==> src/design/touch_controller_sample_scaler_assert.svh <==
// Assertion macros for the touch controller sample scaler.
`ifndef TOUCH_CONTROLLER_SAMPLE_SCALER_ASSERT_SVH
`define TOUCH_CONTROLLER_SAMPLE_SCALER_ASSERT_SVH
`ifndef SYNTHESIS
`define TCSS_ASSERT_IMP(label, cond, prop) \
  label: assert property (@(posedge clk) disable iff (rst) (cond) |-> (prop)) \
    else $error("touch_controller_sample_scaler: same-cycle check failed");
`define TCSS_ASSERT_NEXT(label, cond, prop) \
  label: assert property (@(posedge clk) disable iff (rst) (cond) |=> (prop)) \
    else $error("touch_controller_sample_scaler: next-cycle check failed");
`else
`define TCSS_ASSERT_IMP(label, cond, prop)
`define TCSS_ASSERT_NEXT(label, cond, prop)
`endif
`endif

==> src/design/tcss_pkg.sv <==
// Shared types and constants of the touch controller sample scaler.
package tcss_pkg;

  localparam int RAW_W      = 12;
  localparam int WORD_W     = 16;
  localparam int QUOT_W     = 9;
  localparam int DIVIDEND_W = 21;
  localparam int STEP_W     = 4;
  localparam int SX_W       = 9;
  localparam int SY_W       = 8;
  localparam int OUT_DATA_W = 40;
  localparam int OUT_PAD_W  = OUT_DATA_W - WORD_W - 2 - SX_W - SY_W + 1;

  localparam logic [WORD_W-1:0] TX_Y_CMD = 16'h9000;
  localparam logic [WORD_W-1:0] TX_FLUSH = 16'h0000;
  localparam logic [WORD_W-1:0] TX_START = 16'hD000;

  localparam logic [SX_W-1:0] X_SPAN = 9'd320;
  localparam logic [SY_W-1:0] Y_SPAN = 8'd240;

  localparam logic [RAW_W-1:0] X_HIGH_RESET = 12'd3900;
  localparam logic [RAW_W-1:0] X_LOW_RESET  = 12'd200;
  localparam logic [RAW_W-1:0] Y_LOW_RESET  = 12'd200;
  localparam logic [RAW_W-1:0] Y_HIGH_RESET = 12'd3900;

  typedef enum logic [1:0] {
    REG_X_RAW_HIGH = 2'd0,
    REG_X_RAW_LOW  = 2'd1,
    REG_Y_RAW_LOW  = 2'd2,
    REG_Y_RAW_HIGH = 2'd3
  } cfg_reg_t;

  typedef enum logic [1:0] {
    WORD_FIRST  = 2'd0,
    WORD_SECOND = 2'd1,
    WORD_THIRD  = 2'd2
  } word_idx_t;

  typedef enum logic [1:0] {
    ST_IDLE = 2'd0,
    ST_PREP = 2'd1,
    ST_DIV  = 2'd2
  } state_t;

endpackage

==> src/design/tcss_div.sv <==
// Restoring divider that produces one quotient bit per cycle.
module tcss_div (
  input  logic                             clk,
  input  logic                             rst,
  input  logic                             start,
  input  logic [tcss_pkg::DIVIDEND_W-1:0]  dividend,
  input  logic [tcss_pkg::RAW_W-1:0]       divisor,
  output logic [tcss_pkg::QUOT_W-1:0]      quotient,
  output logic                             done
);
  import tcss_pkg::*;

  logic [DIVIDEND_W-1:0] rem;
  logic [DIVIDEND_W-1:0] rem_next;
  logic [DIVIDEND_W-1:0] dsh;
  logic [STEP_W-1:0]     count;
  logic                  fits;

  assign fits     = (rem >= dsh);
  assign rem_next = fits ? (rem - dsh) : rem;

  always_ff @(posedge clk) begin
    if (rst) begin
      count <= '0;
      done  <= 1'b0;
    end else begin
      done <= 1'b0;
      if (start) begin
        count <= STEP_W'(QUOT_W);
      end else if (count != '0) begin
        count <= count - STEP_W'(1);
        done  <= (count == STEP_W'(1));
      end
    end
  end

  always_ff @(posedge clk) begin
    if (start) begin
      rem      <= dividend;
      dsh      <= DIVIDEND_W'({divisor, {(QUOT_W-1){1'b0}}});
      quotient <= '0;
    end else if (count != '0) begin
      rem      <= rem_next;
      dsh      <= dsh >> 1;
      quotient <= {quotient[QUOT_W-2:0], fits};
    end
  end

endmodule

==> src/design/touch_controller_sample_scaler.sv <==
// Top level of the touch controller sample scaler.
//
// Every received converter word gives one result: the next word to send, and on
// the third word of a conversion the calibrated screen position. The first and
// second words of a conversion are answered in the cycle after their acceptance.
// The raw fields are joined and clamped as the third word is accepted. The prep
// state then forms the scaled numerators and starts the dividers. The x and y
// restoring dividers run side by side, one quotient bit per cycle, and their
// quotients are then moved into the output register. The input is not ready
// while a position is being computed or while an unread result blocks the
// output register.
`include "touch_controller_sample_scaler_assert.svh"

module touch_controller_sample_scaler (
  input  logic                              clk,
  input  logic                              rst,
  input  logic                              s_tvalid,
  output logic                              s_tready,
  // [15:0] rx_word
  input  logic [tcss_pkg::WORD_W-1:0]       s_tdata,
  output logic                              m_tvalid,
  input  logic                              m_tready,
  // [15:0] next_tx_word, [16] release_select, [25:17] screen_x,
  // [33:26] screen_y, [39:34] zero
  output logic [tcss_pkg::OUT_DATA_W-1:0]   m_tdata,
  // [0] position_valid
  output logic                              m_tuser,
  input  logic                              cfg_we,
  input  logic [1:0]                        cfg_index,
  input  logic [tcss_pkg::RAW_W-1:0]        cfg_data
);
  import tcss_pkg::*;

  state_t state;
  state_t state_next;

  logic [RAW_W-1:0] x_high;
  logic [RAW_W-1:0] x_low;
  logic [RAW_W-1:0] y_low;
  logic [RAW_W-1:0] y_high;

  logic [1:0]       word_index;
  logic [6:0]       first_low;
  logic [RAW_W-1:0] y_raw;
  logic [6:0]       x_top;

  logic [RAW_W-1:0] x_join;
  logic [RAW_W-1:0] x_zero;
  logic [RAW_W-1:0] x_clamp;
  logic [RAW_W-1:0] y_clamp;
  logic [RAW_W-1:0] xc;
  logic [RAW_W-1:0] yc;

  logic [RAW_W-1:0]      x_num;
  logic [RAW_W-1:0]      x_den;
  logic [RAW_W-1:0]      y_num;
  logic [RAW_W-1:0]      y_den;
  logic [DIVIDEND_W-1:0] x_dividend;
  logic [DIVIDEND_W-1:0] y_dividend;
  logic [QUOT_W-1:0]     x_quot;
  logic [QUOT_W-1:0]     y_quot;
  logic                  x_done;
  logic                  y_done;
  logic                  div_start;

  logic              s_accept;
  logic              m_accept;
  logic [WORD_W-1:0] tx_word;
  logic              release_sel;
  logic              pos_valid;
  logic [SX_W-1:0]   screen_x;
  logic [SY_W-1:0]   screen_y;

  assign s_tready = (state == ST_IDLE) && (!m_tvalid || m_tready);
  assign s_accept = s_tvalid && s_tready;
  assign m_accept = m_tvalid && m_tready;

  assign m_tdata = {{OUT_PAD_W{1'b0}}, screen_y, screen_x, release_sel, tx_word};
  assign m_tuser = pos_valid;

  // Configuration registers.
  always_ff @(posedge clk) begin
    if (rst) begin
      x_high <= X_HIGH_RESET;
      x_low  <= X_LOW_RESET;
      y_low  <= Y_LOW_RESET;
      y_high <= Y_HIGH_RESET;
    end else if (cfg_we) begin
      case (cfg_reg_t'(cfg_index))
        REG_X_RAW_HIGH: x_high <= cfg_data;
        REG_X_RAW_LOW:  x_low  <= cfg_data;
        REG_Y_RAW_LOW:  y_low  <= cfg_data;
        REG_Y_RAW_HIGH: y_high <= cfg_data;
        default:        x_high <= x_high;
      endcase
    end
  end

  // Join the raw fields, force x to zero without y, and clamp to the windows.
  always_comb begin
    x_join = {x_top, s_tdata[15:11]};
    x_zero = (y_raw == '0) ? '0 : x_join;
    if (x_zero > x_high) begin
      x_clamp = x_high;
    end else if (x_zero < x_low) begin
      x_clamp = x_low;
    end else begin
      x_clamp = x_zero;
    end
    if (y_raw < y_low) begin
      y_clamp = y_low;
    end else if (y_raw > y_high) begin
      y_clamp = y_high;
    end else begin
      y_clamp = y_raw;
    end
  end

  // Magnitudes of numerator and window width, numerator times the span.
  always_comb begin
    x_num = (x_high >= xc) ? (x_high - xc) : (xc - x_high);
    x_den = (x_high >= x_low) ? (x_high - x_low) : (x_low - x_high);
    y_num = (yc >= y_low) ? (yc - y_low) : (y_low - yc);
    y_den = (y_high >= y_low) ? (y_high - y_low) : (y_low - y_high);
    x_dividend = DIVIDEND_W'({x_num, 8'b0}) + DIVIDEND_W'({x_num, 6'b0});
    y_dividend = DIVIDEND_W'({y_num, 7'b0}) + DIVIDEND_W'({y_num, 6'b0})
               + DIVIDEND_W'({y_num, 5'b0}) + DIVIDEND_W'({y_num, 4'b0});
  end

  tcss_div u_div_x (
    .clk      (clk),
    .rst      (rst),
    .start    (div_start),
    .dividend (x_dividend),
    .divisor  (x_den),
    .quotient (x_quot),
    .done     (x_done)
  );

  tcss_div u_div_y (
    .clk      (clk),
    .rst      (rst),
    .start    (div_start),
    .dividend (y_dividend),
    .divisor  (y_den),
    .quotient (y_quot),
    .done     (y_done)
  );

  always_ff @(posedge clk) begin
    if (rst) begin
      state <= ST_IDLE;
    end else begin
      state <= state_next;
    end
  end

  always_comb begin
    state_next = state;
    div_start  = 1'b0;
    case (state)
      ST_IDLE: begin
        if (s_accept && (word_index == WORD_THIRD)) begin
          state_next = ST_PREP;
        end
      end
      ST_PREP: begin
        div_start  = 1'b1;
        state_next = ST_DIV;
      end
      ST_DIV: begin
        if (x_done) begin
          state_next = ST_IDLE;
        end
      end
      default: state_next = ST_IDLE;
    endcase
  end

  // Word counter and output valid.
  always_ff @(posedge clk) begin
    if (rst) begin
      word_index <= WORD_FIRST;
      m_tvalid   <= 1'b0;
    end else begin
      if (x_done || (s_accept && (word_index != WORD_THIRD))) begin
        m_tvalid <= 1'b1;
      end else if (m_accept) begin
        m_tvalid <= 1'b0;
      end
      if (s_accept) begin
        case (word_index)
          WORD_SECOND: word_index <= WORD_THIRD;
          WORD_THIRD:  word_index <= WORD_FIRST;
          default:     word_index <= WORD_SECOND;
        endcase
      end
    end
  end

  // Stored word fields and result payload.
  always_ff @(posedge clk) begin
    if (s_accept) begin
      case (word_index)
        WORD_SECOND: begin
          y_raw       <= {first_low, s_tdata[15:11]};
          x_top       <= s_tdata[6:0];
          tx_word     <= TX_FLUSH;
          release_sel <= 1'b0;
          pos_valid   <= 1'b0;
          screen_x    <= '0;
          screen_y    <= '0;
        end
        WORD_THIRD: begin
          xc <= x_clamp;
          yc <= y_clamp;
        end
        default: begin
          first_low   <= s_tdata[6:0];
          tx_word     <= TX_Y_CMD;
          release_sel <= 1'b0;
          pos_valid   <= 1'b0;
          screen_x    <= '0;
          screen_y    <= '0;
        end
      endcase
    end
    if (x_done) begin
      tx_word     <= TX_START;
      release_sel <= 1'b1;
      pos_valid   <= 1'b1;
      screen_x    <= (x_high == x_low) ? X_SPAN : x_quot;
      screen_y    <= (y_high == y_low) ? Y_SPAN : y_quot[SY_W-1:0];
    end
  end

  `TCSS_ASSERT_IMP(a_out_empty_while_busy, state != ST_IDLE, !m_tvalid)
  `TCSS_ASSERT_IMP(a_screen_range, m_tvalid, (screen_x <= X_SPAN) && (screen_y <= Y_SPAN))
  `TCSS_ASSERT_NEXT(a_done_loads_output, x_done && y_done, m_tvalid && pos_valid)

endmodule
==> config.mk <==
export PLATFORM = sky130hd
export DESIGN_NAME = touch_controller_sample_scaler
export DESIGN_NICKNAME = d
export VERILOG_FILES = /design/src/design/tcss_pkg.sv /design/src/design/tcss_div.sv /design/src/design/touch_controller_sample_scaler.sv
export VERILOG_INCLUDE_DIRS = /design/src /design/src/design
export SDC_FILE = /design/constraint.sdc
export NUM_CORES = 1
export LEC_CHECK = 0
export ABC_AREA = 0
export BUFFER_PORTS_ARGS = -buffer_cell sky130_fd_sc_hd__clkbuf_2
export CAP_MARGIN = 30
export CORE_AREA = 2 2 186 188
export DETAILED_ROUTE_END_ITERATION = 12
export DIE_AREA = 0 0 188 190
export PLACE_DENSITY = 0.71
export SLEW_MARGIN = 20
export SYNTH_ARGS = -nofsm -noshare
export SYNTH_HDL_FRONTEND = slang
export SYNTH_SLANG_ARGS = --single-unit
==> constraint.sdc <==
create_clock -name clk -period 6.2 [get_ports clk]
set_input_delay 0.93 -clock clk [delete_from_list [all_inputs] [get_ports clk]]
set_output_delay 0.93 -clock clk [all_outputs]
set_load 0.01 [all_outputs]
==> results.txt, run 1 <==
Status: finished, final reports clean
DR pass1 iterations: 5
Grt peak-use layer: met2
Synth area leader: edfxtp_1
Ant. Diodes: 0
Initial antenna violation count: 0
Largest net degree at the start of global routing: 97
Port bufs: 54
Core area: 0.03395 mm²
Clock-pin slew on the worst setup and hold paths: 60 ps
Max VDD drop: 222.7 µV
Synth cell types: 84
Initial drt markers: 1227
Clk_skew: 24.63 ps
First-pass GRT wire length: 72.10 mm
Final setup violation count: 0
Synth Area per Inst: 9.006 µm²
Drt drc: 0
Layout cells sized above 1: 7.904%
Least-Margin Pin Slew: 914.9 ps
Number of global-route vias before repair: 13990
Post-synth top flop: edfxtp_1
CP Launch Type: flop
Num ports: 78
Max Cap Viol: 0
CTS tree: yes
Data arrival, critical path: 6190 ps
DR vias: 14730
Async S/R FF share, synth: 0%
CP max stage delay: 550 ps
FP Rows: 68
GRT Util Overall: 24.45%
Synth Register Bits: 230
Static Leak: 8.766 nW
Hold Path Depth: 0
Fmax: 169.1 MHz
Final Hold Violating Endpoints: 0
Cells after DPL: 2475
Final ANT Viol Nets: 0
Post-Route WL: 44.47 mm
Die span in y: 190 µm
Clock Latency Late Sink: 540 ps
Final instance area: 0.01989 mm²
Initial Util: 53.72%
Post-synth EDFFs: 133
Routed len/inst: 17.58 µm
Type of the most critical hold path: reg2reg
Final cell count without fillers: 2530
Most common cell in the netlist: ha_1
GR Util met1: 34.54%
Post-synth top area share: 21.90%
H-tree levels: 1
CP required: 6480 ps
Die Area: 0.03572 mm²
Cell count after synthesis: 2025
Commonest cells in the netlist: 213 x ha_1, 196 x inv_1, 182 x nand2_1, 168 x a21oi_1, 133 x edfxtp_1
Final HPWL DP: 34.02 mm
CP endpoint kind: flop
Nets: 2330
Pwr Total: 8.587 mW
Layout area overhead: 9.070%
Met2 Use GR: 39.48%
Pwr dens: 431.7 mW/mm²
Max Root-Sink Buffers: 3
Worst path cell trace: ha_1 -> inv_1 -> fa_1 -> a21o_1 -> a211oi_1 -> o41a_2 -> o21ai_4 -> buf_12 -> a211o_1 -> o311ai_0 -> nand3_1 -> xor2_2 -> fa_1 -> inv_1 -> fa_1 -> inv_1 -> ha_1 -> nand3_1 -> nand2_1 -> a41oi_1 -> a21oi_1 -> a21oi_1 -> o32a_1 -> o311ai_0
CTS root buffer: clkbuf_16
Synth warn: 0
Max FO, Critical Path: 12
Die Span X: 188 µm
Routability cong.: 0.9223
Worst Reg-to-Reg Cells: 24
Mapped Area: 0.01824 mm²
Relative slew slack: 37.43%
Period utilization: 95.40%
# clock sinks: 230
Via density: 5.822
WS Path Type: reg2reg
Total CTS buffers: 26
Largest cells by area after synthesis: edfxtp_1 22%, ha_1 15%, dfxtp_1 11%, a21oi_1 4.6%, mux2i_1 4.3%
Layout Utilization: 58.59%
Period minus WS final: 5915 ps
Remaining Overflow, GRT: 0
Met3 usage: 3.634%
Crit path max-delay cell type: fa_1
Slew Limit Fails: 0
Post-place instance area: 0.01886 mm²
Register area share after synthesis: 32.55%
cell type report:
type,count,area [µm²]
Clock buffer,31,669.4
Fill cell,3011,14060
Clock inverter,17,200.2
Multi-Input combinational cell,1520,11240
Inverter,196,735.7
Timing Repair Buffer,81,535.5
Tap cell,455,569.3
Sequential cell,230,5936
routing by layer:
layer,part of all wire [%],up-vias,wire [µm]
li1,-,7250,-
met1,48,7000,21160
met2,44,413,19760
met3,5.6,66,2492
met4,2.4,0,1050
met5,0,-,0
critical path: cells and delay by family (launching register included):
family	cells	cell delay (ps)
simple gates	3	400
xor+xnor	1	230
flops	1	440
compound gates	11	2240
buf+inv	4	330
fa+ha+maj	5	2030
layout by cell type, fill, tap and decap left out, types with 31 or more instances in the layout:
master    count
edfxtp_1    133
nand3_1      40
clkbuf_2     54
xnor2_1      53
a21oi_1     167
o21ai_0      89
nand2_1     182
a21o_1       60
ha_1        212
inv_1       196
dfxtp_1      97
nor2_1      111
xor2_1       32
nor3_1       42
mux2i_1      78
o21a_1       31
sequential cells by signal (all words and copies together) (netlist names), 2 cells and up:
| register | count |
|---|---|
| x_low | 12 |
| x_top | 7 |
| first_low | 7 |
| screen_x | 9 |
| yc | 12 |
| y_low | 12 |
| u_div_y.count | 4 |
| u_div_x.rem | 21 |
| word_index | 2 |
| u_div_y.rem | 21 |
| state | 2 |
| y_raw | 12 |
| screen_y | 8 |
| u_div_y.quotient | 8 |
| u_div_x.quotient | 9 |
| u_div_x.count | 4 |
| tx_word | 2 |
| x_high | 12 |
| u_div_x.dsh | 20 |
| y_high | 12 |
| u_div_y.dsh | 20 |
| xc | 12 |
what timing repair did:
action / in CTS / in global routing
buffers inserted: 0 / 4
resized for setup: 0 / 11
endpoints found under the setup margin: 0 / 3
hold buffers: 0 / 0
worst paths after layout:
path                start         endpoint  slack, ps
max              y_low[0]  u_div_y.rem[20]        290
min          first_low[4]         y_raw[9]        420
max reg2reg      y_low[0]  u_div_y.rem[20]        290
min reg2reg  first_low[4]         y_raw[9]        420
power breakdown:
group	internal, mW	switching (mW)	leakage [nW]	total, mW
logic	1.88	2.61	6.27	4.49
clock network	0.938	0.633	0.412	1.57
registers	2.32	0.214	2.09	2.53
total	5.13	3.46	8.77	8.59
per-stage QoR:
stage	setup TNS, ps	worst slack, ps	hold WS (ps)
after floorplan	0	684.1	400.3
after global placement	0	316.5	403.6
after detailed placement	0	321.5	406.2
after CTS	0	288.9	419.8
after global routing	-28.33	-26.70	428.0
final	0	285.0	418.4
logic make-up after synthesis:
kind of cell | count (synthesis) | synth area share (%)
XOR/XNOR | 92 | 4.535
other | 1 | 0.02056
AND/OR/NAND/NOR | 554 | 14.70
flip-flops | 230 | 32.55
buffers and inverters | 293 | 6.635
multiplexers | 88 | 4.892
adder cells (fa/ha/maj) | 243 | 17.74
AO/OA/AOI/OAI | 524 | 18.92
Note: power is estimated with default switching activity, not from simulation.
==> run 2, diff against run 1 <==
Settings changed: CORE_AREA 2 2 186 188 to 4 4 188 190, DIE_AREA 0 0 188 190 to 0 0 192 194, SETUP_SLACK_MARGIN set to 0.5.
==> run 2 against run 1 <==
Sequential share of layout area shrank 0.58 points. Via count is 1.0% higher. Maximum frequency up 5.8%. Highest routed layer unchanged. Critical path depth is 2 lower. Critical endpoint is now u_div_y.rem[19].
==> results.txt, run 2 (synthesis results as in run 1) <==
Status: finished, final reports clean
Routed len/inst: 17.72 µm (+0.80%)
Final Hold Violating Endpoints: 0 (unchanged)
Nets: 2347 (+0.73%)
Final ANT Viol Nets: 0 (unchanged)
Slew Limit Fails: 0 (unchanged)
Top Registers: u_div_x.rem x21, u_div_y.rem x21
Worst path cell trace: inv_2 -> ha_4 -> inv_2 -> fa_2 -> a21o_1 -> a211oi_2 -> o41a_2 -> o21ai_4 -> mux2i_2 -> xor2_2 -> xnor3_1 -> xor2_1 -> ha_1 -> fa_2 -> a21o_1 -> a21oi_2 -> o21a_1 -> nor3_2 -> a41o_1 -> o41ai_4 -> mux2_4 -> o31ai_4
CP bufs+invs: 2 (-2)
Port bufs: 54 (unchanged)
WS Path Type: reg2reg
# clock sinks: 230 (unchanged)
GR Util met1: 33.71% (-0.82 points)
Die Area: 0.03725 mm² (+4.3%)
Period minus WS final: 5590 ps (-324.9 ps)
Clk_skew: 17.59 ps (-7.047 ps)
CP Launch Type: flop
Max Root-Sink Buffers: 3 (unchanged)
CTS root buffer: clkbuf_16
First-pass GRT wire length: 72.33 mm (+0.31%)
Clock-pin slew on the worst setup and hold paths: 60 ps (about the same)
Number of global-route vias before repair: 14310 (+2.3%)
GRT Util Overall: 23.37% (-1.1 points)
Initial antenna violation count: 0 (unchanged)
Hold path start: first_low[5]
Max Cap Viol: 0 (unchanged)
CP required: 6590 ps (+110 ps)
Pwr Total: 8.795 mW (+2.4%)
Die span in y: 194 µm (+2.1%)
Final cell count without fillers: 2541 (+0.43%)
Ant. Diodes: 0 (unchanged)
RSZ-0062 raised after global routing: yes
Remaining Overflow, GRT: 0 (unchanged)
Static Leak: 8.878 nW (+1.3%)
Commonest non-fill, non-tap cell in the layout: ha_1
Fill cells: 2868 (-4.7%)
Met2 Use GR: 36.88% (-2.6 points)
TNS Setup: 0 ps (unchanged)
Clock Latency Late Sink: 550 ps (about the same)
Final HPWL DP: 34.14 mm (+0.35%)
Layout Utilization: 60.66% (+2.1 points)
Die Span X: 192 µm (+2.1%)
Drt drc: 0 (unchanged)
Worst Reg-to-Reg Cells: 22 (-8.3%)
Max FO, Critical Path: 5 (-7)
Setup ws final: 609.9 ps (+324.9 ps)
Core area: 0.03345 mm² (-1.5%)
Num ports: 78 (unchanged)
Relative slew slack: 38.72% (+1.3 points)
Via density: 5.855 (+0.57%)
Hold Path Depth: 0 (unchanged)
FP Rows: 67 (-1.5%)
Post-Route WL: 45.02 mm (+1.2%)
Reg2Reg Setup Slack: 610 ps (+320 ps)
Reg2reg end: u_div_y.rem[19]
Total CTS buffers: 27 (+3.8%)
Max VDD drop: 251.6 µV (+13%)
Type of the most critical hold path: reg2reg
Worst Hold Path EP: y_raw[10]
Pwr dens: 433.5 mW/mm² (+0.41%)
Period utilization: 90.16% (-5.2 points)
Grt peak-use layer: met2
Critical Path Stages: 22 (-8.3%)
Routability cong.: 0.9148 (-0.81%)
Data arrival, critical path: 5980 ps (-210 ps)
DR pass1 iterations: 5 (unchanged)
Post-place instance area: 0.01884 mm² (-0.13%)
Final instance area: 0.02029 mm² (+2.0%)
Least-Margin Pin Slew: 915.9 ps (+0.9792 ps)
Crit path max-delay cell type: xnor3_1
Crit path max-delay family: compound AO/OA/AOI/OAI gates
CTS tree: yes
CP endpoint kind: flop
CP max stage delay: 480 ps (-70 ps)
WHS: 417.8 ps (-0.5480 ps)
Met3 usage: 4.267% (+0.63 points)
Initial drt markers: 1067 (-13%)
Cells after DPL: 2467 (-0.32%)
Final setup violation count: 0 (unchanged)
Initial Util: 54.52% (+0.80 points)
Largest net degree at the start of global routing: 81 (-16%)
DR vias: 14880 (+1.0%)
Place WS: -53.00 ps (-374.5 ps)
Commonest cells after routing, fill and taps aside: 203 x ha_1, 190 x inv_1, 182 x nand2_1
Layout area overhead: 11.26%
FF-to-FF Start: yc[0]
Layout cells sized above 1: 10.80% (+2.9 points)
Fmax: 178.9 MHz (+5.8%)
H-tree levels: 1 (unchanged)
## run 2: cell count changes in the layout (fill, tap and decap cells not counted), moves of 6 or more
cell | previous run | this run
inv_2 | 0 | 6
buf_4 | 20 | 36
inv_1 | 196 | 190
ha_4 | 0 | 6
ha_1 | 212 | 203
clkinv_1 | 6 | 0
## run 2: cell type report
type                    instances  area (µm²)  area share (%)
clock buffers                  36       740.7           3.651
clock inverters                14       137.6          0.6783
inverters                     196       735.7           3.626
multi-input cells            1521       11560           56.97
flip-flops and latches        230        5937           29.26
well taps                     448       560.5           2.763
repair buffers                 96       619.3           3.053
## run 2: worst max path at each step
stage / slack (ps) / start / endpoint
floorplan: 680 / y_low[1] / u_div_y.rem[19]
global placement: 70 / yc[0] / u_div_y.rem[19]
detailed placement: -50 / yc[0] / u_div_y.rem[19]
CTS: 510 / yc[0] / u_div_y.rem[20]
global route: 390 / yc[0] / u_div_y.rem[20]
finish: 610 / yc[0] / u_div_y.rem[19]
## run 2: worst reg2reg max path: cells and delay by family (launching register included)
kind            cells  cell delay [ps]
simple gates        1               50
compound gates     10             2150
mux                 2              610
flops               1              400
buf+inv             2              130
xor+xnor            3              890
fa+ha+maj           4             1230
## run 2: per-layer routing
metal  vias to the layer above  wire length (µm)
met5                         -                 0
met4                         0              1009
met3                        68              3173
met2                       460             20330
met1                      7048             20500
li1                       7302                 -
## run 2: power by group
group          internal [mW]  leakage (nW)  total (mW)  switching (mW)
combinational           1.98          6.37        4.71            2.73
clock                  0.895         0.422        1.55           0.659
sequential              2.32          2.09        2.53           0.215
## run 2: repair_timing
item,in CTS,in global routing
setup buffers,6,14
resized for setup,15,61
hold buffers,0,0
gates cloned,2,0
pin swaps,6,32
endpoints found under the setup margin,4,8
==> run 3, diff against run 2 <==
Settings changed: BUFFER_PORTS_ARGS -buffer_cell sky130_fd_sc_hd__clkbuf_2 to unset, DONT_BUFFER_PORTS set to 1, PLACE_DENSITY 0.71 to 0.69.
==> run 3 against run 2 <==
Core utilization is 1.4 points lower. Critical path type unchanged. Die area stayed put. Clock skew is 3.8 ps lower. Wire length is 1.0% lower. Non-clock buffer count is 62 lower. Largest power group unchanged.
==> results.txt, run 3 (synthesis results as in run 1) <==
H-tree levels: 1 (unchanged)
Slew Limit Fails: 0 (unchanged)
Top Registers: u_div_x.rem x21, u_div_y.rem x21
Period minus WS final: 5516 ps (-74.09 ps)
Layout cells sized above 1: 7.446% (-3.4 points)
Clk_skew: 13.81 ps (-3.775 ps)
CTS root buffer: clkbuf_16
Worst path cell trace: inv_1 -> ha_2 -> inv_1 -> fa_2 -> a21o_1 -> a211oi_2 -> o41a_2 -> o21ai_4 -> clkbuf_16 -> o32ai_2 -> xor2_1 -> inv_1 -> fa_1 -> inv_1 -> fa_1 -> inv_1 -> ha_1 -> nor3_2 -> nor3_2 -> a41o_1 -> o41ai_2 -> mux2_4 -> o31ai_1
Final ANT Viol Nets: 0 (unchanged)
Final setup violation count: 0 (unchanged)
Number of global-route vias before repair: 14030 (-2.0%)
Crit path max-delay cell type: fa_1
Period utilization: 88.97% (-1.2 points)
CP max stage delay: 490 ps (about the same)
Post-place instance area: 0.01861 mm² (-1.2%)
CTS tree: yes
Via density: 5.878 (+0.38%)
Footprint of the multi-input gates: 0.01145 mm² (-0.97%)
Routed len/inst: 17.99 µm (+1.6%)
CP endpoint kind: flop
Core area: 0.03345 mm² (unchanged)
Fmax: 181.3 MHz (+1.3%)
Final HPWL DP: 33.97 mm (-0.48%)
Relative slew slack: 38.54% (-0.18 points)
Switching pwr: 3.438 mW (-4.7%)
Status: finished, final reports clean
Initial Util: 54.52% (unchanged)
Register area: 0.005942 mm² (about the same)
Type of the most critical hold path: reg2reg
First-pass GRT wire length: 72.17 mm (-0.21%)
Worst Reg-to-Reg Cells: 23 (+4.5%)
Port bufs: 0 (-100%)
Total CTS buffers: 26 (-3.7%)
Reg2Reg Setup Slack: 680 ps (+70 ps)
FP Rows: 67 (unchanged)
Least-Margin Pin Slew: 919.2 ps (+3.347 ps)
Die span in y: 194 µm (unchanged)
Fill cells: 2910 (+1.5%)
Max FO, Critical Path: 8 (+3)
Remaining Overflow, GRT: 0 (unchanged)
Nets: 2283 (-2.7%)
TNS Setup: 0 ps (unchanged)
CP Launch Type: flop
Final instance area: 0.01983 mm² (-2.3%)
RSZ-0062 raised after global routing: no
WS Path Type: reg2reg
Sw Share: 40.20% (-0.80 points)
Drt drc: 0 (unchanged)
Gate power share: 52.3% (-1.2 points)
Internal power: 5.115 mW (-1.4%)
Sequential share of power: 29.8% (+1.0 points)
Clock-pin slew on the worst setup and hold paths: 60 ps (about the same)
Most used cell, CP: inv_1
Final Hold Violating Endpoints: 0 (unchanged)
FF-to-FF Start: yc[0]
Hold_buf cts: 0 (unchanged)
GRT Util Overall: 23.21% (-0.16 points)
Ant. Diodes: 0 (unchanged)
Max Root-Sink Buffers: 3 (unchanged)
Reg2reg end: u_div_y.rem[19]
Pwr Total: 8.553 mW (-2.8%)
Data arrival, critical path: 5880 ps (-100 ps)
CP endpoint: u_div_y.rem[19]
Commonest cells after routing, fill and taps aside: 203 x ha_1, 194 x inv_1, 182 x nand2_1
# clock sinks: 230 (unchanged)
DR vias: 14550 (-2.2%)
Clock Latency Late Sink: 550 ps (about the same)
Num ports: 78 (unchanged)
Pwr dens: 431.2 mW/mm² (-0.52%)
Commonest non-fill, non-tap cell in the layout: ha_1
Max VDD drop: 261.5 µV (+3.9%)
CP required: 6560 ps (-30 ps)
Static Leak: 8.586 nW (-3.3%)
Max Cap Viol: 0 (unchanged)
DR pass1 iterations: 5 (unchanged)
Routability cong.: 0.9280 (+1.4%)
Die Area: 0.03725 mm² (unchanged)
Initial drt markers: 987 (-7.5%)
Die Span X: 192 µm (unchanged)
Clock Power Share: 17.9% (+0.2 points)
Crit path launch: yc[0]
Layout area overhead: 8.755%
Post-Route WL: 44.55 mm (-1.0%)
Initial antenna violation count: 0 (unchanged)
Largest net degree at the start of global routing: 80 (-1.2%)
[run 3: cell count changes in the layout (fill, tap and decap cells not counted), moves of 3 or more]
cell / change
buf_4: -7
clkbuf_2: -54
inv_1: +4
clkinv_2: +4
inv_2: -4
buf_6: -3
clkinv_4: -3
[run 3: worst max-delay path, delay by kind of cell (launching register included)]
kind	cells	cell delay, ps
AND/OR/NAND/NOR	2	290
multiplexers	1	350
XOR/XNOR	1	240
adder cells (fa/ha/maj)	5	1870
buffers and inverters	6	500
AO/OA/AOI/OAI	8	1700
flip-flops	1	380
[run 3: power by group through the flow]
stage	clock (mW)	sequential [mW]	combinational, mW
after global placement	0	2.57	4.16
after CTS	1.55	2.55	4.37
final	1.53	2.55	4.47
after global routing	1.62	2.60	5.06
after detailed placement	0	2.58	4.31
after floorplan	0	2.51	3.47
[run 3: stage by stage]
step	worst slack [ps]	util, %	hold WS (ps)	cells
6_report	684.0	59.29	415.6	2476
2_1_floorplan	684.1	-	400.3	2043
3_5_place_dp	280.5	55.64	404.5	2418
5_1_grt	466.1	59.29	432.2	2476
4_1_cts	515.7	58.42	415.0	2467
3_3_place_gp	341.1	55.55	403.5	2416
[run 3: final cells by class]
| class | instances | area share (%) |
|---|---|---|
| inverter | 196 | 3.710 |
| timing repair buffer | 34 | 1.527 |
| tap | 448 | 2.826 |
| multi-input combinational | 1520 | 57.71 |
| clock inverter | 16 | 0.8706 |
| clock buffer | 32 | 3.394 |
| sequential | 230 | 29.96 |
[run 3: worst min path at each step]
| stage | start | endpoint | slack, ps | depth (start not counted) |
|---|---|---|---|---|
| 2_1_floorplan | first_low[5] | y_raw[10] | 400 | 0 |
| 3_3_place_gp | first_low[4] | y_raw[9] | 400 | 0 |
| 3_5_place_dp | first_low[6] | y_raw[11] | 400 | 0 |
| 4_1_cts | first_low[1] | y_raw[6] | 420 | 0 |
| 5_1_grt | first_low[4] | y_raw[9] | 430 | 0 |
| 6_report | first_low[1] | y_raw[6] | 420 | 0 |
[run 3: routing by layer]
| layer | vias up | track usage, % | routed length (µm) |
|---|---|---|---|
| met4 | 0 | 5.098 | 1015 |
| met3 | 61 | 3.439 | 2421 |
| met5 | - | 0 | 0 |
| met2 | 406 | 37.31 | 20140 |
| met1 | 6928 | 33.32 | 20970 |
| li1 | 7158 | - | - |
[run 3: timing repair]
| item | in CTS | in global routing |
|---|---|---|
| pin swaps | 2 | 12 |
| endpoints found under the setup margin | 4 | 7 |
| buffers inserted | 1 | 6 |
| cloned | 0 | 1 |
| gates resized for setup | 15 | 42 |
